==> src/rtl/core/knps_pkg.sv <==
// shared types and constants of the k-nearest point selector
package knps_pkg;

  localparam int ID_W        = 16;
  localparam int WANT_W      = 5;
  localparam int ELIG_W      = 17;
  localparam int CFG_IDX_W   = 2;
  localparam int STATUS_W    = 2;
  localparam int QUEUE_DEPTH = 4;
  localparam logic [ELIG_W-1:0] ELIG_MAX = {ELIG_W{1'b1}};

  localparam logic KIND_CAND = 1'b0;
  localparam logic KIND_END  = 1'b1;

  typedef enum logic [CFG_IDX_W-1:0] {
    CFG_REF_X,
    CFG_REF_Y,
    CFG_REF_Z,
    CFG_WANTED
  } cfg_idx_t;

  typedef enum logic [STATUS_W-1:0] {
    STAT_ENTRY,
    STAT_TOO_FEW,
    STAT_NONE
  } status_t;

  typedef enum logic {
    BK_COLLECT,
    BK_EMIT
  } back_state_t;

endpackage

==> src/rtl/core/knps_queue.sv <==
// short fifo between the distance front end and the selection back end
module knps_queue #(
  parameter int W = 67
) (
  input  logic         clk,
  input  logic         rst,
  input  logic         push,
  input  logic [W-1:0] push_data,
  output logic         full,
  input  logic         pop,
  output logic         not_empty,
  output logic [W-1:0] head_data
);
  import knps_pkg::*;

  localparam int PTR_W = $clog2(QUEUE_DEPTH);
  localparam int CNT_W = $clog2(QUEUE_DEPTH + 1);

  logic [W-1:0]     mem [QUEUE_DEPTH];
  logic [PTR_W-1:0] wr_ptr, rd_ptr;
  logic [CNT_W-1:0] count;

  assign full      = count == CNT_W'(QUEUE_DEPTH);
  assign not_empty = count != '0;
  assign head_data = mem[rd_ptr];

  // storage
  always_ff @(posedge clk) begin
    if (push) begin
      mem[wr_ptr] <= push_data;
    end
  end

  // pointers and fill level
  always_ff @(posedge clk) begin
    if (rst) begin
      wr_ptr <= '0;
      rd_ptr <= '0;
      count  <= '0;
    end else begin
      if (push) begin
        wr_ptr <= wr_ptr + 1'b1;
      end
      if (pop) begin
        rd_ptr <= rd_ptr + 1'b1;
      end
      if (push && !pop) begin
        count <= count + 1'b1;
      end else if (pop && !push) begin
        count <= count - 1'b1;
      end
    end
  end
endmodule

==> config.mk <==
export PLATFORM = sky130hd
export DESIGN_NAME = knps_queue
export DESIGN_NICKNAME = d
export VERILOG_FILES = /design/src/rtl/core/knps_pkg.sv /design/src/rtl/core/knps_queue.sv
export SDC_FILE = /design/constraint.sdc
export NUM_CORES = 1
export LEC_CHECK = 0
export BUFFER_PORTS_ARGS = -buffer_cell sky130_fd_sc_hd__clkbuf_2
export CAP_MARGIN = 20
export CORE_ASPECT_RATIO = 1.75
export CORE_MARGIN = 2
export CORE_UTILIZATION = 40
export CTS_CLUSTER_SIZE = 25
export DETAILED_ROUTE_END_ITERATION = 12
export GPL_TIMING_DRIVEN = 0
export SYNTH_ARGS = -nofsm -noshare
export SYNTH_HDL_FRONTEND = slang
export SYNTH_SLANG_ARGS = --single-unit
==> constraint.sdc <==
create_clock -name clk -period 3.72 [get_ports clk]
set_clock_uncertainty 0.15 [all_clocks]
set_input_delay 0.558 -clock clk [delete_from_list [all_inputs] [get_ports clk]]
set_output_delay 0.558 -clock clk [all_outputs]
set_load 0.005 [all_outputs]
==> impl_metrics.env <==
export IMPL_cts_root_buf="clkbuf_16"
export IMPL_nFillCells=2072
export IMPL_routed_via_density=5.07
export IMPL_drt_total_wl_um=18800
export IMPL_cts_resized=0
export IMPL_fp_dieH_um=215
export IMPL_cts_sinks=277
export IMPL_grtUsageMet3_pct=2.25
export IMPL_arrival_ns=2.06
export IMPL_dp_cells=852
export IMPL_ys_seq_elements=277
export IMPL_n_antenna_cell=0
export IMPL_grt_pass1_vias=5230
export IMPL_tightest_slew_ns=0.689
export IMPL_first_pass_iters=6
export IMPL_initial_core_util_pct=40.4
export IMPL_place_ws_ns=1.44
export IMPL_avgSynthCellArea_um2=25.7
export IMPL_yosysUniqueCellTypes=22
export IMPL_powerDensity_nw_per_um2=556
export IMPL_cp_required_ns=3.01
export IMPL_slowest_delay_ns=0.39
export IMPL_mostFrequentLayoutCells="edfxtp_1 (268), clkbuf_2 (138), mux4_2 (67)"
export IMPL_drv_cap=0
export IMPL_die_area_um2=26700
export IMPL_grt_use_total_pct=14.2
export IMPL_coreArea_um2=25000
export IMPL_layout_nets=639
export IMPL_cts_clk_slew_worst_paths_ns=0.06
export IMPL_hold_viol_final=0
export IMPL_status="completed"
export IMPL_cts_buffers=24
export IMPL_crit_slowest_cell="mux4_2"
export IMPL_layoutNonFillerInstCount=895
export IMPL_grt_max_degree=56
export IMPL_avgRoutedWirePerCell_um=21.0
export IMPL_layout_drive_gt1_share_pct=44.4
export IMPL_num_rows=77
export IMPL_rsz0062_at_grt="false"
export IMPL_final_common_cell="edfxtp_1"
export IMPL_hold_ws_ns=0.105
export IMPL_grt_pass1_wl_um=29300
export IMPL_cts_htree_levels=1
export IMPL_rr_worst_depth=4
export IMPL_syn2layout_area_growth_pct=19.6
export IMPL_grt_met2_usage_pct=27.0
export IMPL_vias=4537
export IMPL_crit_path_start_kind="flip-flop"
export IMPL_cts_buffer_depth=3
export IMPL_worst_hold_path_num_cells=1
export IMPL_worstPathMaxFanout=10
export IMPL_post_cts_setup_buffers=0
export IMPL_fin_crit_sh_pct=74.3
export IMPL_postSynthCellCount=394
export IMPL_syn_area_um2=10100
export IMPL_end_kind="output port"
export IMPL_busiest_layer="met2"
export IMPL_cp_cell_sequence="buf_2 -> buf_2 -> mux4_2 -> clkbuf_2"
export IMPL_io_buffer_count=138
export IMPL_antenna_found_initial=0
export IMPL_crit_type="reg2out"
export IMPL_cts_hold_buf=0
export IMPL_initialDrtViolationCount=265
export IMPL_drv_slew=0
export IMPL_drtAntennaViolNets=0
export IMPL_worst_hold_path_type="in2reg"
export IMPL_min_from="push_data[11]"
export IMPL_r2r_end="mem[0][58]$_DFFE_PP_"
export IMPL_cts_tree="done"
export IMPL_yosysWarningCount=0
export IMPL_max_slew_margin_pct=54.0
export IMPL_path_common_cell="buf_2"
export IMPL_clkLatencyLatePin_ns=0.52
export IMPL_worstHoldEndpoint="mem[0][11]$_DFFE_PP_"
export IMPL_place_hpwl_um=11800
export IMPL_finalWorstSetupSlack_ns=0.955
export IMPL_reg2reg_slack_ns=1.90
export IMPL_yosysSeqAreaShare_pct=81.2
export IMPL_fmax_mhz=362
export IMPL_boundaryPins=140
export IMPL_grtUsageMet1_pct=15.6
export IMPL_p_leak_uw=0.00412
export IMPL_drc_errors=0
export IMPL_syn_num_nets=471
export IMPL_vdd_ir_drop_max_mv=0.494
export IMPL_grt_overflow_total=0
export IMPL_finish_instance_area_um2=12100
export IMPL_reg2reg_from="wr_ptr[0]$_SDFFE_PP0P_"
export IMPL_min_period_ns=2.76
export IMPL_fp_dieW_um=124
export IMPL_placed_cell_area_um2=11300
export IMPL_setup_violations=0
export IMPL_routabilityCongestion=0.677
critical path: cells and delay by family, from the launching register on:
family,cells,cell delay (ns)
buffers and inverters,3,0.77
multiplexers,1,0.39
flip-flops,1,0.37
report_power, final:
group	leakage, µW	switching (µW)	internal [µW]
clock network	0.000380	1030	1440
logic	0.00120	324	325
registers	0.00254	37.9	3580
total	0.00412	1390	5340
kinds of logic (layout without fill, tap and decap cells):
logic type / Yosys count / count (layout) / share of synthesized area (%)
adders and majority gates: 6 / 6 / 0.815
muxes: 69 / 69 / 15.1
xor gates and xnor gates: 5 / 5 / 0.432
and+or+nand+nor: 15 / 15 / 0.741
buffers and inverters: 20 / 205 / 1.62
AOI/OAI and AO/OA: 2 / 2 / 0.0987
DFF: 277 / 277 / 81.2
cell usage after synthesis:
master / instances / area, µm²
edfxtp_1: 268 / 8050
mux4_2: 67 / 1510
dfxtp_1: 9 / 180
nor2_1: 7 / 26.3
ha_1: 5 / 62.6
and2_1: 4 / 25.0
buf_12: 4 / 80.1
buf_2: 4 / 20.0
inv_1: 4 / 15.0
buf_1: 3 / 11.3
buf_4: 3 / 22.5
xor2_1: 3 / 26.3
mux2i_1: 2 / 20.0
or3_1: 2 / 12.5
xnor2_1: 2 / 17.5
a21oi_1: 1 / 5.00
buf_6: 1 / 11.3
clkbuf_1: 1 / 3.75
fa_1: 1 / 20.0
nand2_1: 1 / 3.75
nor3b_1: 1 / 7.51
o21ai_0: 1 / 5.00
area by class of cell:
class,instances,area [µm²],share of cell area (%)
Multi-Input combinational cell,97,1750,14.4
Buffer,16,149,1.23
Tap cell,316,395,3.26
Inverter,4,15.0,0.124
Clock inverter,10,121,1.00
Sequential cell,277,8230,67.9
Timing Repair Buffer,142,801,6.61
Clock buffer,33,656,5.41
registers in the layout (all words and copies together), names as in the netlist, named ones only:
register,count
count,3
mem,268
rd_ptr,2
wr_ptr,2
metal layers:
layer  wire length [µm]  vias up
met5                  0        -
met4                523        0
met3                666       29
met2              10600      101
met1               6970     2395
li1                   -     2012
per-stage QoR:
| step | utilization, % | setup TNS (ns) | total power, µW |
|---|---|---|---|
| final | 48.4 | 0 | 6740 |
| after global routing | 48.4 | 0 | 7010 |
| after CTS | 48.4 | 0 | 6840 |
| after detailed placement | 45.3 | 0 | 4360 |
| after global placement | 44.8 | -129.09 | 4330 |
| after floorplan | - | 0 | 4050 |
how the worst max path moves through the flow:
stage	start	end	slack, ns	depth (start not counted)
after floorplan	push	mem[0][0]$_DFFE_PP_	1.01	1
after global placement	push	mem[0][42]$_DFFE_PP_	-0.51	2
after detailed placement	flip-flop	head_data[49]	1.44	4
after CTS	flip-flop	head_data[49]	0.86	4
after global routing	flip-flop	head_data[49]	0.85	4
final	flip-flop	head_data[49]	0.96	4
No activity file was read; power rests on OpenSTA's default activity.
