[config.mk]
export PLATFORM = sky130hd
export DESIGN_NAME = knps_front_flat
export DESIGN_NICKNAME = d
export VERILOG_FILES = /design/src/rtl/core/knps_pkg.sv /design/src/rtl/core/knps_cand_if.sv /design/src/rtl/core/knps_front.sv /design/src/flat_wrapper.sv
export SDC_FILE = /design/constraint.sdc
export NUM_CORES = 2
export LEC_CHECK = 0
export ABC_AREA = 0
export BUFFER_PORTS_ARGS = -buffer_cell sky130_fd_sc_hd__buf_2
export CAP_MARGIN = 20
export CORE_MARGIN = 1.5
export CORE_UTILIZATION = 27
export CTS_CLUSTER_DIAMETER = 200
export CTS_CLUSTER_SIZE = 25
export DETAILED_ROUTE_END_ITERATION = 16
export PLACE_DENSITY = 0.43
export SYNTH_ARGS = -nofsm -noshare
export SYNTH_HDL_FRONTEND = slang
export SYNTH_SLANG_ARGS = --single-unit
export TNS_END_PERCENT = 1
[constraint.sdc]
create_clock -name clk -period 11.4 [get_ports clk]
set_clock_uncertainty 0.1 [all_clocks]
set_input_delay 1.14 -clock clk [delete_from_list [all_inputs] [get_ports clk]]
set_output_delay 1.14 -clock clk [all_outputs]
set_load 0.01 [all_outputs]
[src/rtl/core/knps_pkg.sv]
// shared types and constants of the k-nearest point selector
package knps_pkg;

  localparam int ID_W        = 16;
  localparam int WANT_W      = 5;
  localparam int ELIG_W      = 17;
  localparam int CFG_IDX_W   = 2;
  localparam int STATUS_W    = 2;
  localparam int QUEUE_DEPTH = 4;
  localparam logic [ELIG_W-1:0] ELIG_MAX = {ELIG_W{1'b1}};

  localparam logic KIND_CAND = 1'b0;
  localparam logic KIND_END  = 1'b1;

  typedef enum logic [CFG_IDX_W-1:0] {
    CFG_REF_X,
    CFG_REF_Y,
    CFG_REF_Z,
    CFG_WANTED
  } cfg_idx_t;

  typedef enum logic [STATUS_W-1:0] {
    STAT_ENTRY,
    STAT_TOO_FEW,
    STAT_NONE
  } status_t;

  typedef enum logic {
    BK_COLLECT,
    BK_EMIT
  } back_state_t;

endpackage

[src/rtl/core/knps_cand_if.sv]
// candidate channel: valid/ready with one candidate or end item per beat
interface knps_cand_if #(
  parameter int COORD_BITS = 24
);
  logic                         valid;
  logic                         ready;
  logic                         kind;
  logic [knps_pkg::ID_W-1:0]    cand_id;
  logic signed [COORD_BITS-1:0] pos_x;
  logic signed [COORD_BITS-1:0] pos_y;
  logic signed [COORD_BITS-1:0] pos_z;
  logic                         is_reserved;

  modport source (
    output valid, kind, cand_id, pos_x, pos_y, pos_z, is_reserved,
    input  ready
  );
  modport sink (
    input  valid, kind, cand_id, pos_x, pos_y, pos_z, is_reserved,
    output ready
  );
endinterface

[src/rtl/core/knps_front.sv]
// front end: drops reserved candidates and computes squared distance in three stages
module knps_front #(
  parameter int COORD_BITS = 24,
  parameter int DIST_W     = 2 * COORD_BITS + 2
) (
  input  logic                         clk,
  input  logic                         rst,
  knps_cand_if.sink                    cand,
  input  logic signed [COORD_BITS-1:0] ref_x,
  input  logic signed [COORD_BITS-1:0] ref_y,
  input  logic signed [COORD_BITS-1:0] ref_z,
  input  logic                         q_full,
  output logic                         q_push,
  output logic                         q_kind,
  output logic [knps_pkg::ID_W-1:0]    q_id,
  output logic [DIST_W-1:0]            q_dist
);
  import knps_pkg::*;

  localparam int MAG_W = COORD_BITS + 1;

  logic              advance;
  logic              keep;
  logic [MAG_W-1:0]  mag_x, mag_y, mag_z;

  // stage 1: absolute axis differences
  logic              v1, kind1;
  logic [ID_W-1:0]   id1;
  logic [MAG_W-1:0]  ax, ay, az;
  // stage 2: squares
  logic              v2, kind2;
  logic [ID_W-1:0]   id2;
  logic [DIST_W-1:0] sx, sy, sz;
  // stage 3: sum
  logic              v3, kind3;
  logic [ID_W-1:0]   id3;
  logic [DIST_W-1:0] dist3;

  function automatic logic [COORD_BITS:0] abs_diff(
    input logic signed [COORD_BITS-1:0] a,
    input logic signed [COORD_BITS-1:0] b
  );
    logic signed [COORD_BITS:0] d;
    d = {a[COORD_BITS-1], a} - {b[COORD_BITS-1], b};
    return d[COORD_BITS] ? (COORD_BITS+1)'(-d) : (COORD_BITS+1)'(d);
  endfunction

  // whole pipe moves together, held only when the last stage cannot enter the queue
  assign advance    = !v3 || !q_full;
  assign cand.ready = advance;
  assign keep       = cand.valid && (cand.kind == KIND_END || !cand.is_reserved);

  assign mag_x = abs_diff(cand.pos_x, ref_x);
  assign mag_y = abs_diff(cand.pos_y, ref_y);
  assign mag_z = abs_diff(cand.pos_z, ref_z);

  // valid bits
  always_ff @(posedge clk) begin
    if (rst) begin
      v1 <= 1'b0;
      v2 <= 1'b0;
      v3 <= 1'b0;
    end else if (advance) begin
      v1 <= keep;
      v2 <= v1;
      v3 <= v2;
    end
  end

  // payload stages
  always_ff @(posedge clk) begin
    if (advance) begin
      kind1 <= cand.kind;
      id1   <= cand.cand_id;
      ax    <= mag_x;
      ay    <= mag_y;
      az    <= mag_z;
      kind2 <= kind1;
      id2   <= id1;
      sx    <= ax * ax;
      sy    <= ay * ay;
      sz    <= az * az;
      kind3 <= kind2;
      id3   <= id2;
      dist3 <= sx + sy + sz;
    end
  end

  assign q_push = v3 && !q_full;
  assign q_kind = kind3;
  assign q_id   = id3;
  assign q_dist = dist3;
endmodule

[src/flat_wrapper.sv]
// flat-port wrapper written by rule: the top's interface ports become plain ports
module knps_front_flat import knps_pkg::*;
#(
  parameter int COORD_BITS = 24,
  parameter int DIST_W     = 2 * COORD_BITS + 2
)
  (clk, rst, ref_x, ref_y, ref_z, q_full, q_push, q_kind, q_id, q_dist, cand_valid, cand_kind, cand_cand_id, cand_pos_x, cand_pos_y, cand_pos_z, cand_is_reserved, cand_ready);
  knps_cand_if #(.COORD_BITS(COORD_BITS)) cand_i ();
  input  logic clk;
  input  logic rst;
  input  logic signed [COORD_BITS-1:0] ref_x;
  input  logic signed [COORD_BITS-1:0] ref_y;
  input  logic signed [COORD_BITS-1:0] ref_z;
  input  logic q_full;
  output logic q_push;
  output logic q_kind;
  output logic [knps_pkg::ID_W-1:0] q_id;
  output logic [DIST_W-1:0] q_dist;
  input wire logic [$bits(cand_i.valid)-1:0] cand_valid;
  input wire logic [$bits(cand_i.kind)-1:0] cand_kind;
  input wire logic [$bits(cand_i.cand_id)-1:0] cand_cand_id;
  input wire logic [$bits(cand_i.pos_x)-1:0] cand_pos_x;
  input wire logic [$bits(cand_i.pos_y)-1:0] cand_pos_y;
  input wire logic [$bits(cand_i.pos_z)-1:0] cand_pos_z;
  input wire logic [$bits(cand_i.is_reserved)-1:0] cand_is_reserved;
  output wire logic [$bits(cand_i.ready)-1:0] cand_ready;
  assign cand_i.valid = cand_valid;
  assign cand_i.kind = cand_kind;
  assign cand_i.cand_id = cand_cand_id;
  assign cand_i.pos_x = cand_pos_x;
  assign cand_i.pos_y = cand_pos_y;
  assign cand_i.pos_z = cand_pos_z;
  assign cand_i.is_reserved = cand_is_reserved;
  assign cand_ready = cand_i.ready;
  knps_front #(.COORD_BITS(COORD_BITS), .DIST_W(DIST_W)) u_core (.clk(clk), .rst(rst), .cand(cand_i), .ref_x(ref_x), .ref_y(ref_y), .ref_z(ref_z), .q_full(q_full), .q_push(q_push), .q_kind(q_kind), .q_id(q_id), .q_dist(q_dist));
endmodule
==> run_results.csv <==
group,metric,value,unit
routing,routedWlPerCell,17.36,µm
yosys,avgSynthCellArea,9.620,µm²
yosys,synth_cell_types,88,
floorplanning,start_util,0.2712,
timing,hold_viol_final,0,
yosys,ys_seq_area_frac,0.1357,
clock_tree,cts_sinks,326,
clock_tree,cts_setup_buffers,0,
placed_design,dp_hpwl,159000,µm
final_layout,area_growth,8.689,%
floorplanning,num_rows,189,
placed_design,place_congestion,0.8477,
yosys,synth_warnings,0,
timing,finalCriticalPeriod,8.689,ns
timing,finalSetupViolations,0,
grt,first_global_vias,54180,
critical_path,critPathKind,"reg -> reg",
critical_path,ff2ff_path_depth,26,
routing,first_pass_iters,11,
yosys,synth_edf_count,323,
yosys,ys.flop_type,"edfxtp_1",
timing,drv_slew,0,
floorplanning,die_area,0.2694,mm²
timing,tns,0,ns
timing,worstMarginPinSlew,1.099,ns
timing,period_share,0.7622,
floorplanning,core-area,0.2651,mm²
clock_tree,insertion_delay,0.68,ns
run,maxCapViolations,0,
critical_path,start_kind,"flop",
floorplanning,ioPinCount,235,
yosys,synth-seq-cells,326,
clock_tree,cts_root_buffer,"clkbuf_16",
floorplanning,die_w,519.1,µm
clock_tree,cts_max_level,1,
timing,rsz0062_at_grt,"no",
yosys,netlist_instances,7474,
grt,grt_overflow,0,
routing,drc,24,
floorplanning,die_y,519.1,µm
placed_design,pre_cts_ws,2.533,ns
routing,avgViaCountPerCell,4.394,
grt,grt_pass1_wl,309800,µm
routing,drt_iter0_drc,2174,
clock_tree,cts.reportedPaths.clkPinSlew,0.11,ns
critical_path,cpPeakStageDelay,0.68,ns
timing,fmax,0.1151,GHz
clock_tree,ctsResizeCount,0,
min_path,hp-class,"reg -> reg",
final_layout,nNetsFinal,9905,
grt,grt_antenna_before_repair,9,
routing,vias,49010,
critical_path,cp_data_required_time,11.72,ns
min_path,worstHoldPathCells,0,
final_layout,layout-drive-gt1-share,0.05145,
clock_tree,numCtsBuffers,22,
clock_tree,cts_hold_buf,0,
final_layout,num-fill-cells,27930,
yosys,synth_async_sr_flop_share,0,
clock_tree,clockBufferDepth,3,
status,status,"finished, violations left",
clock_tree,tritoncts,"yes",
critical_path,cp.arrival,9.01,ns
timing,relSlewSlack,0.2676,
grt,grt_start_max_net_pins,79,
critical_path,path_max_fanout,21,
placed_design,port_buffers,234,
status,violations,"design-rule violations",
grt,grt_use_total,0.1468,
routing,ant_nets,0,
critical_path,crit_slowest_cell,"a32oi_1",
routing,wl,193600,µm
timing,fin_ws,2.711,ns
critical_path,crit_path_end_kind,"flop",
yosys,netlist_area,0.07190,mm²
[state kept, by name, summed over array words and instances (netlist names)]
register       cells
u_core.q_dist     50
u_core.sx         49
u_core.sy         49
u_core.sz         49
u_core.ax         25
u_core.ay         25
u_core.az         25
u_core.id1        16
u_core.id2        16
u_core.q_id       16
u_core.kind1       1
u_core.kind2       1
u_core.q_kind      1
u_core.v1          1
u_core.v2          1
u_core.v3          1
[final timing paths]
kind                                         startpoint                      end  slack [ns]
worst min-delay path            u_core.id1[5]$_DFFE_PP_  u_core.id2[5]$_DFFE_PP_        0.32
worst min register to register  u_core.id1[5]$_DFFE_PP_  u_core.id2[5]$_DFFE_PP_        0.32
worst max-delay path            u_core.ay[11]$_DFFE_PP_  u_core.sy[47]$_DFFE_PP_        2.71
worst max register to register  u_core.ay[11]$_DFFE_PP_  u_core.sy[47]$_DFFE_PP_        2.71
[per-stage QoR]
stage / hold WS [ns] / cell area, µm² / utilization / std cells
floorplan: 0.3003 / 71910 / - / 7476
global placement: 0.3008 / 77300 / 0.2916 / 11110
detailed placement: 0.3045 / 77310 / 0.2916 / 11110
CTS: 0.3200 / 78060 / 0.2945 / 11150
global route: 0.3198 / 78140 / 0.2948 / 11150
finish: 0.3171 / 78150 / 0.2948 / 11160
[routing by layer]
metal	part of all wire	vias to the layer above	GRT usage
met5	0	-	0
li1	-	22970	-
met3	0.030	143	0.01126
met1	0.45	25140	0.1963
met2	0.50	760	0.2583
met4	0.023	0	0.03060
[layout make-up]
cell class,instances,area [µm²],area share
sequential,326,9759,0.1249
antenna,3,7.507,0.00009606
timing repair buffer,315,1829,0.02341
multi-input combinational,4847,53520,0.6848
clock buffer,22,550.5,0.007045
clock inverter,13,197.7,0.002530
inverter,2096,7868,0.1007
tap,3533,4420,0.05656
[cells in the mapped netlist, types with 17 or more instances]
cell      number  area, µm²
o31ai_1       17      127.6
a21o_1       128      960.9
nand4_1       33      206.5
and3_1        38      237.7
nor3_1        38      190.2
nand2b_1      25      156.4
nor2b_1       55      344.1
nand3_1       59      295.3
xnor2_1      223       1953
nor2_1       239      897.1
fa_1        1450      29030
edfxtp_1     323       9699
ha_1         681       8521
o21ai_0      133      665.6
inv_1       2096       7868
a31oi_1       42      262.8
o21a_1        29      217.7
o211ai_1      24      180.2
xor2_1       115       1007
and2_1       367       2296
clkbuf_1     204      765.7
nand2_1      635       2384
a211oi_1      28      210.2
o21bai_1      31      232.7
a21oi_1      236       1181
[worst max-delay path, delay by kind of cell (launching register included)]
family / cells / cell delay [ns]
simple gates: 3 / 0.78
xor+xnor: 1 / 0.10
compound gates: 6 / 2.28
fa+ha+maj: 8 / 3.82
buf+inv: 8 / 1.00
flops: 1 / 0.34
[logic make-up after synthesis]
logic type,Yosys count,synth area share
AO/OA/AOI/OAI,792,0.07235
XOR/XNOR,338,0.04117
adder cells (fa/ha/maj),2131,0.5222
buffers and inverters,2303,0.1203
flip-flops,326,0.1357
multiplexers,14,0.002036
other,1,0.00005215
AND/OR/NAND/NOR,1569,0.1062
[placed cells by master (no fill, tap or decap), types with 29 or more instances in the layout]
| cell type | instances |
|---|---|
| a31oi_1 | 42 |
| nand3_1 | 59 |
| ha_1 | 681 |
| a21oi_1 | 236 |
| xor2_1 | 115 |
| nor2b_1 | 55 |
| nand4_1 | 33 |
| buf_2 | 234 |
| fa_1 | 1450 |
| nor2_1 | 239 |
| o21a_1 | 29 |
| nor3_1 | 38 |
| xnor2_1 | 223 |
| o21ai_0 | 133 |
| and3_1 | 38 |
| a21o_1 | 128 |
| inv_1 | 2096 |
| nand2_1 | 634 |
| and2_1 | 367 |
| edfxtp_1 | 323 |
| o21bai_1 | 31 |
| buf_4 | 75 |
Power is not shown: default switching activity piles up to over one toggle a cycle in this logic, so the estimate is an artifact.
