### config.mk
export PLATFORM = sky130hd
export DESIGN_NAME = knps_back_flat
export DESIGN_NICKNAME = d
export VERILOG_FILES = /design/src/rtl/core/knps_pkg.sv /design/src/rtl/core/knps_res_if.sv /design/src/rtl/core/knps_back.sv /design/src/flat_wrapper.sv
export SDC_FILE = /design/constraint.sdc
export NUM_CORES = 2
export LEC_CHECK = 0
export BUFFER_PORTS_ARGS = -buffer_cell sky130_fd_sc_hd__buf_2
export CAP_MARGIN = 20
export CORE_UTILIZATION = 50
export DETAILED_ROUTE_END_ITERATION = 12
export PLACE_DENSITY = 0.75
export SYNTH_ARGS = -nofsm -noshare
export SYNTH_HDL_FRONTEND = slang
export SYNTH_SLANG_ARGS = --single-unit
### constraint.sdc
create_clock -name clk -period 20.5 [get_ports clk]
set_input_delay 4.1 -clock clk [delete_from_list [all_inputs] [get_ports clk]]
set_output_delay 4.1 -clock clk [all_outputs]
set_load 0.02 [all_outputs]
### src/rtl/core/knps_pkg.sv
// shared types and constants of the k-nearest point selector
package knps_pkg;

  localparam int ID_W        = 16;
  localparam int WANT_W      = 5;
  localparam int ELIG_W      = 17;
  localparam int CFG_IDX_W   = 2;
  localparam int STATUS_W    = 2;
  localparam int QUEUE_DEPTH = 4;
  localparam logic [ELIG_W-1:0] ELIG_MAX = {ELIG_W{1'b1}};

  localparam logic KIND_CAND = 1'b0;
  localparam logic KIND_END  = 1'b1;

  typedef enum logic [CFG_IDX_W-1:0] {
    CFG_REF_X,
    CFG_REF_Y,
    CFG_REF_Z,
    CFG_WANTED
  } cfg_idx_t;

  typedef enum logic [STATUS_W-1:0] {
    STAT_ENTRY,
    STAT_TOO_FEW,
    STAT_NONE
  } status_t;

  typedef enum logic {
    BK_COLLECT,
    BK_EMIT
  } back_state_t;

endpackage

### src/rtl/core/knps_res_if.sv
// result channel: valid/ready with one selected point or status per beat
interface knps_res_if #(
  parameter int DIST_W = 50
);
  logic                          valid;
  logic                          ready;
  logic [knps_pkg::ID_W-1:0]     found_id;
  logic [DIST_W-1:0]             found_dist_sq;
  logic [knps_pkg::STATUS_W-1:0] status;
  logic                          last;

  modport source (
    output valid, found_id, found_dist_sq, status, last,
    input  ready
  );
  modport sink (
    input  valid, found_id, found_dist_sq, status, last,
    output ready
  );
endinterface

### src/rtl/core/knps_back.sv
// back end: sorted insertion row of kept points and answer sequencer
module knps_back #(
  parameter int MAX_WANTED = 16,
  parameter int DIST_W     = 50
) (
  input  logic                          clk,
  input  logic                          rst,
  input  logic [knps_pkg::WANT_W-1:0]   wanted_count,
  input  logic                          head_valid,
  input  logic                          head_kind,
  input  logic [knps_pkg::ID_W-1:0]     head_id,
  input  logic [DIST_W-1:0]             head_dist,
  output logic                          pop,
  knps_res_if.source                    res
);
  import knps_pkg::*;

  localparam int CNT_W = $clog2(MAX_WANTED + 1);
  localparam int IDX_W = (MAX_WANTED > 1) ? $clog2(MAX_WANTED) : 1;

  logic [ID_W-1:0]       kept_ids   [MAX_WANTED];
  logic [DIST_W-1:0]     kept_dists [MAX_WANTED];
  logic [CNT_W-1:0]      kept_count;
  logic [ELIG_W-1:0]     eligible_count;
  back_state_t           state, state_next;
  logic [IDX_W-1:0]      idx, idx_next;

  logic [CNT_W-1:0]      k;
  logic [CNT_W-1:0]      cnt;
  logic [MAX_WANTED-1:0] le;
  logic                  accept;
  logic                  take_cand;
  logic                  clear;
  logic                  load_ok;
  logic                  load;
  logic [ID_W-1:0]       load_id;
  logic [DIST_W-1:0]     load_dist;
  status_t               load_status;
  logic                  load_last;
  logic                  short_set;
  logic                  last_idx;

  // effective count saturates at the row length
  assign k   = (32'(wanted_count) > 32'(MAX_WANTED)) ? CNT_W'(MAX_WANTED)
                                                      : CNT_W'(wanted_count);
  assign cnt = (kept_count > k) ? k : kept_count;

  // each cell: is it at or before the newcomer (ties keep arrival order)
  always_comb begin
    accept = 1'b0;
    for (int i = 0; i < MAX_WANTED; i++) begin
      le[i] = (i < 32'(cnt)) && (kept_dists[i] <= head_dist);
      if ((i < 32'(k)) && !le[i]) begin
        accept = 1'b1;
      end
    end
  end

  assign take_cand = (state == BK_COLLECT) && head_valid && (head_kind == KIND_CAND);
  assign load_ok   = !res.valid || res.ready;
  assign short_set = (32'(eligible_count) < 32'(k)) || (kept_count < k);
  assign last_idx  = (32'(idx) + 32'd1) == 32'(k);

  // sequencer: next state, queue pop and result load
  always_comb begin
    state_next  = state;
    idx_next    = idx;
    pop         = 1'b0;
    clear       = 1'b0;
    load        = 1'b0;
    load_id     = '0;
    load_dist   = '0;
    load_status = STAT_ENTRY;
    load_last   = 1'b0;
    unique case (state)
      BK_COLLECT: begin
        if (head_valid && head_kind == KIND_CAND) begin
          pop = 1'b1;
        end else if (head_valid && load_ok) begin
          if (k == '0) begin
            load        = 1'b1;
            load_status = STAT_NONE;
            load_last   = 1'b1;
            pop         = 1'b1;
            clear       = 1'b1;
          end else if (short_set) begin
            load        = 1'b1;
            load_status = STAT_TOO_FEW;
            load_last   = 1'b1;
            pop         = 1'b1;
            clear       = 1'b1;
          end else begin
            state_next = BK_EMIT;
            idx_next   = '0;
          end
        end
      end
      BK_EMIT: begin
        if (load_ok) begin
          load      = 1'b1;
          load_id   = kept_ids[idx];
          load_dist = kept_dists[idx];
          load_last = last_idx;
          if (last_idx) begin
            pop        = 1'b1;
            clear      = 1'b1;
            state_next = BK_COLLECT;
          end else begin
            idx_next = idx + 1'b1;
          end
        end
      end
      default: state_next = BK_COLLECT;
    endcase
  end

  // control registers
  always_ff @(posedge clk) begin
    if (rst) begin
      state          <= BK_COLLECT;
      idx            <= '0;
      kept_count     <= '0;
      eligible_count <= '0;
    end else begin
      state <= state_next;
      idx   <= idx_next;
      if (clear) begin
        kept_count     <= '0;
        eligible_count <= '0;
      end else if (take_cand) begin
        if (eligible_count != ELIG_MAX) begin
          eligible_count <= eligible_count + 1'b1;
        end
        if (k != '0) begin
          kept_count <= (accept && cnt < k) ? cnt + 1'b1 : cnt;
        end
      end
    end
  end

  // insertion row: cells past the insertion point shift down by one
  for (genvar i = 0; i < MAX_WANTED; i++) begin : g_cell
    always_ff @(posedge clk) begin
      if (take_cand && accept && !le[i]) begin
        if (i == 0) begin
          kept_ids[i]   <= head_id;
          kept_dists[i] <= head_dist;
        end else if (le[(i > 0) ? i - 1 : 0]) begin
          kept_ids[i]   <= head_id;
          kept_dists[i] <= head_dist;
        end else begin
          kept_ids[i]   <= kept_ids[(i > 0) ? i - 1 : 0];
          kept_dists[i] <= kept_dists[(i > 0) ? i - 1 : 0];
        end
      end
    end
  end

  // output register
  always_ff @(posedge clk) begin
    if (rst) begin
      res.valid <= 1'b0;
    end else if (load_ok) begin
      res.valid <= load;
    end
  end

  always_ff @(posedge clk) begin
    if (load) begin
      res.found_id      <= load_id;
      res.found_dist_sq <= load_dist;
      res.status        <= load_status;
      res.last          <= load_last;
    end
  end
endmodule

### src/flat_wrapper.sv
// flat-port wrapper written by rule: the top's interface ports become plain ports
module knps_back_flat import knps_pkg::*;
#(
  parameter int MAX_WANTED = 16,
  parameter int DIST_W     = 50
)
  (clk, rst, wanted_count, head_valid, head_kind, head_id, head_dist, pop, res_valid, res_found_id, res_found_dist_sq, res_status, res_last, res_ready);
  knps_res_if #(.DIST_W(DIST_W)) res_i ();
  input  logic clk;
  input  logic rst;
  input  logic [knps_pkg::WANT_W-1:0] wanted_count;
  input  logic head_valid;
  input  logic head_kind;
  input  logic [knps_pkg::ID_W-1:0] head_id;
  input  logic [DIST_W-1:0] head_dist;
  output logic pop;
  output wire logic [$bits(res_i.valid)-1:0] res_valid;
  output wire logic [$bits(res_i.found_id)-1:0] res_found_id;
  output wire logic [$bits(res_i.found_dist_sq)-1:0] res_found_dist_sq;
  output wire logic [$bits(res_i.status)-1:0] res_status;
  output wire logic [$bits(res_i.last)-1:0] res_last;
  input wire logic [$bits(res_i.ready)-1:0] res_ready;
  assign res_valid = res_i.valid;
  assign res_found_id = res_i.found_id;
  assign res_found_dist_sq = res_i.found_dist_sq;
  assign res_status = res_i.status;
  assign res_last = res_i.last;
  assign res_i.ready = res_ready;
  knps_back #(.MAX_WANTED(MAX_WANTED), .DIST_W(DIST_W)) u_core (.clk(clk), .rst(rst), .wanted_count(wanted_count), .head_valid(head_valid), .head_kind(head_kind), .head_id(head_id), .head_dist(head_dist), .pop(pop), .res(res_i));
endmodule
==> results.sh <==
export IMPL_synth_fp_nets=6204
export IMPL_synth_top_cell_area_share_pct=45.28
export IMPL_ys_ff_latch=1153
export IMPL_worst_r2r_path_depth=15
export IMPL_pre_cts_slack_ns=9.051
export IMPL_r2r_slack_ns=13.83
export IMPL_cp_startpoint="wanted_count[4]"
export IMPL_ys_flop_type="edfxtp_1"
export IMPL_start_util_pct=50.46
export IMPL_cts_max_path_buffers=3
export IMPL_mostFrequentLayoutCells="edfxtp_1, ha_1, mux2_1"
export IMPL_hpwl_um=174600
export IMPL_vias=52690
export IMPL_ios=147
export IMPL_synth_edf_count=1125
export IMPL_period_minus_slack_ns=11.56
export IMPL_final_min_period_over_clock_period_pct=56.37
export IMPL_skew_ns=0.03609
export IMPL_cts_root_buffer="clkbuf_16"
export IMPL_holdWs_ns=0.5330
export IMPL_grt_max_degree=132
export IMPL_final_common_cell="edfxtp_1"
export IMPL_dieArea_um2=150800
export IMPL_syn_cell_area_um2=74600
export IMPL_cts_setup_buffers=0
export IMPL_maxCapViolCount=0
export IMPL_outcome="completed"
export IMPL_firstDrtPassIters=6
export IMPL_yosys_warnings=0
export IMPL_cts_tree="yes"
export IMPL_viasPerCell=7.055
export IMPL_rsz0062_at_grt="no"
export IMPL_crit_path_end_kind="primary output"
export IMPL_yosysTopAreaCell="edfxtp_1"
export IMPL_grt_overflow=0
export IMPL_crit_fanout=22
export IMPL_hold_viol=0
export IMPL_final_core_util_pct=55.38
export IMPL_worstHoldPathType="reg -> reg"
export IMPL_dieHeight_um=388.3
export IMPL_clk_latency_ns=0.82
export IMPL_cp_start_kind="input port"
export IMPL_crit_path_end="pop"
export IMPL_place_gp_congestion=0.9898
export IMPL_area_growth_pct=9.749
export IMPL_peakVddDrop_mv=0.09163
export IMPL_cts_hold_buf=0
export IMPL_cts_resized=0
export IMPL_drt_wirelength_per_cell_um=34.33
export IMPL_setup_violations_final=0
export IMPL_drtIter0Drc=7048
export IMPL_synth_cells=5311
export IMPL_rr_endpoint="u_core.kept_dists[14][20]$_DFFE_PP_"
export IMPL_maxSlewHeadroom_pct=16.26
export IMPL_grt_first_pass_wirelength_um=366900
export IMPL_drv_slew=0
export IMPL_ant_nets=0
export IMPL_cts_sinks=1153
export IMPL_yosysUniqueCellTypes=78
export IMPL_grt_total_usage_pct=33.64
export IMPL_die_w_um=388.3
export IMPL_rows=141
export IMPL_synth_area_leaders="edfxtp_1, ha_1, mux4_2, mux2_1, mux2_2"
export IMPL_nFillCells=11700
export IMPL_grt_pass1_vias=51310
export IMPL_antenna_found_initial=20
export IMPL_ys_async_sr_fraction_pct=0
export IMPL_worst_slew_pin_slew_ns=1.252
export IMPL_finalPower_mw=6.473
export IMPL_synth_yosys_seq_area_share_pct=46.03
export IMPL_layout_nets=6315
export IMPL_wl_um=256400
export IMPL_critPathArrivalTime_ns=7.46
export IMPL_worstPathRequired_ns=16.40
export IMPL_port_buffers=146
export IMPL_clkSlewWorstSetupHoldPaths_ns=0.06
export IMPL_r2r_start="u_core.kept_dists[4][33]$_DFFE_PP_"
export IMPL_max_freq_ghz=0.08654
export IMPL_postSynthAreaPerCell_um2=14.05
export IMPL_cts_buffers=133
export IMPL_fin_setup_tns_ns=0
export IMPL_critPathKind="in -> out"
export IMPL_powerDensity_nw_per_um2=79.06
export IMPL_layout_setup_ws_ns=8.945
export IMPL_final_layout_size_suffix_gt1_share_pct=24.25
export IMPL_drc=0
export IMPL_leakage_nw=29.83
export IMPL_htree_levels=4
export IMPL_core_um2=147800
-- sequential cells by signal, summed over array words and instances, names as in the netlist --
signal                    count
u_core.eligible_count        17
u_core.res.found_dist_sq     50
u_core.res.valid              1
u_core.res.last               1
u_core.idx                    4
u_core.res.found_id          16
u_core.kept_count             5
u_core.res.status             2
u_core.kept_dists           800
u_core.kept_ids             256
u_core.state                  1
-- where the power goes --
part,internal [mW],switching [mW],leakage [nW],total [mW]
Clock,1.41,1.06,2.15,2.47
Sequential,2.79,0.120,10.8,2.91
Combinational,0.420,0.667,16.9,1.09
-- cells in the mapped netlist (35+ instances only) --
cell type and count:
a21o_1 112, nor2b_1 94, edfxtp_1 1125, nor3_1 56, clkbuf_1 166, nor2_1 133
nand3_1 88, mux4_2 330, o21ai_0 126, mux2_2 472, buf_6 37, a211oi_1 37
a21oi_1 294, inv_1 110, ha_1 817, mux2_4 35, mux2_1 485, nand2_1 186
nand4_1 154
-- worst min path at each step --
stage	from	to	slack, ns	depth (start not counted)
5_1_grt	u_core.kept_ids[3][0]$_DFFE_PP_	u_core.kept_ids[4][0]$_DFFE_PP_	0.57	1
3_5_place_dp	u_core.eligible_count[16]$_SDFFE_PP0P_	u_core.eligible_count[16]$_SDFFE_PP0P_	0.53	2
6_report	u_core.eligible_count[16]$_SDFFE_PP0P_	u_core.eligible_count[16]$_SDFFE_PP0P_	0.53	2
4_1_cts	u_core.eligible_count[16]$_SDFFE_PP0P_	u_core.eligible_count[16]$_SDFFE_PP0P_	0.54	2
3_3_place_gp	u_core.eligible_count[16]$_SDFFE_PP0P_	u_core.eligible_count[16]$_SDFFE_PP0P_	0.52	2
2_1_floorplan	u_core.kept_count[4]$_SDFFE_PP0P_	u_core.kept_count[4]$_SDFFE_PP0P_	0.47	2
-- metal layers --
layer	vias up	routed length (um)	GRT usage [%]
met4	22	13080	15.64
met3	643	29910	9.013
met5	-	180	0.3509
li1	21720	-	-
met1	26850	100800	45.73
met2	3450	112400	50.10
-- cells by family after synthesis --
logic type / after synthesis / share of synthesized area [%]
fa+ha+maj: 817 / 13.70
simple gates: 849 / 5.986
xor+xnor: 21 / 0.2465
buf+inv: 383 / 2.407
mux: 1334 / 25.27
compound gates: 754 / 6.351
flops: 1153 / 46.03
-- layout make-up --
class,count,area (um^2),share of cell area [%]
antenna,7,17.52,0.02139
clock buffer,168,3610,4.409
clock inverter,76,823.3,1.006
inverter,111,416.7,0.5089
multi-input combinational,3775,38730,47.31
sequential,1153,34360,41.96
tap,1930,2415,2.949
timing repair buffer,248,1501,1.834
-- critical path, cell delays in order --
cell	delay, ns
buf_2	0.40
clkinv_1	0.46
nand2_1	0.44
ha_1	0.33
and4_1	0.22
a21oi_1	0.31
nand2_1	0.25
o21ai_0	0.22
nor2_1	0.18
o21a_1	0.20
o22ai_1	0.13
buf_2	0.21
-- per-stage QoR --
step	cell area, um^2	cells
after global routing	81870	7467
final	81880	7468
after floorplan	74600	5311
after CTS	81830	7457
after detailed placement	77400	7213
after global placement	77370	7209
Note: power is estimated with default switching activity, not from simulation.
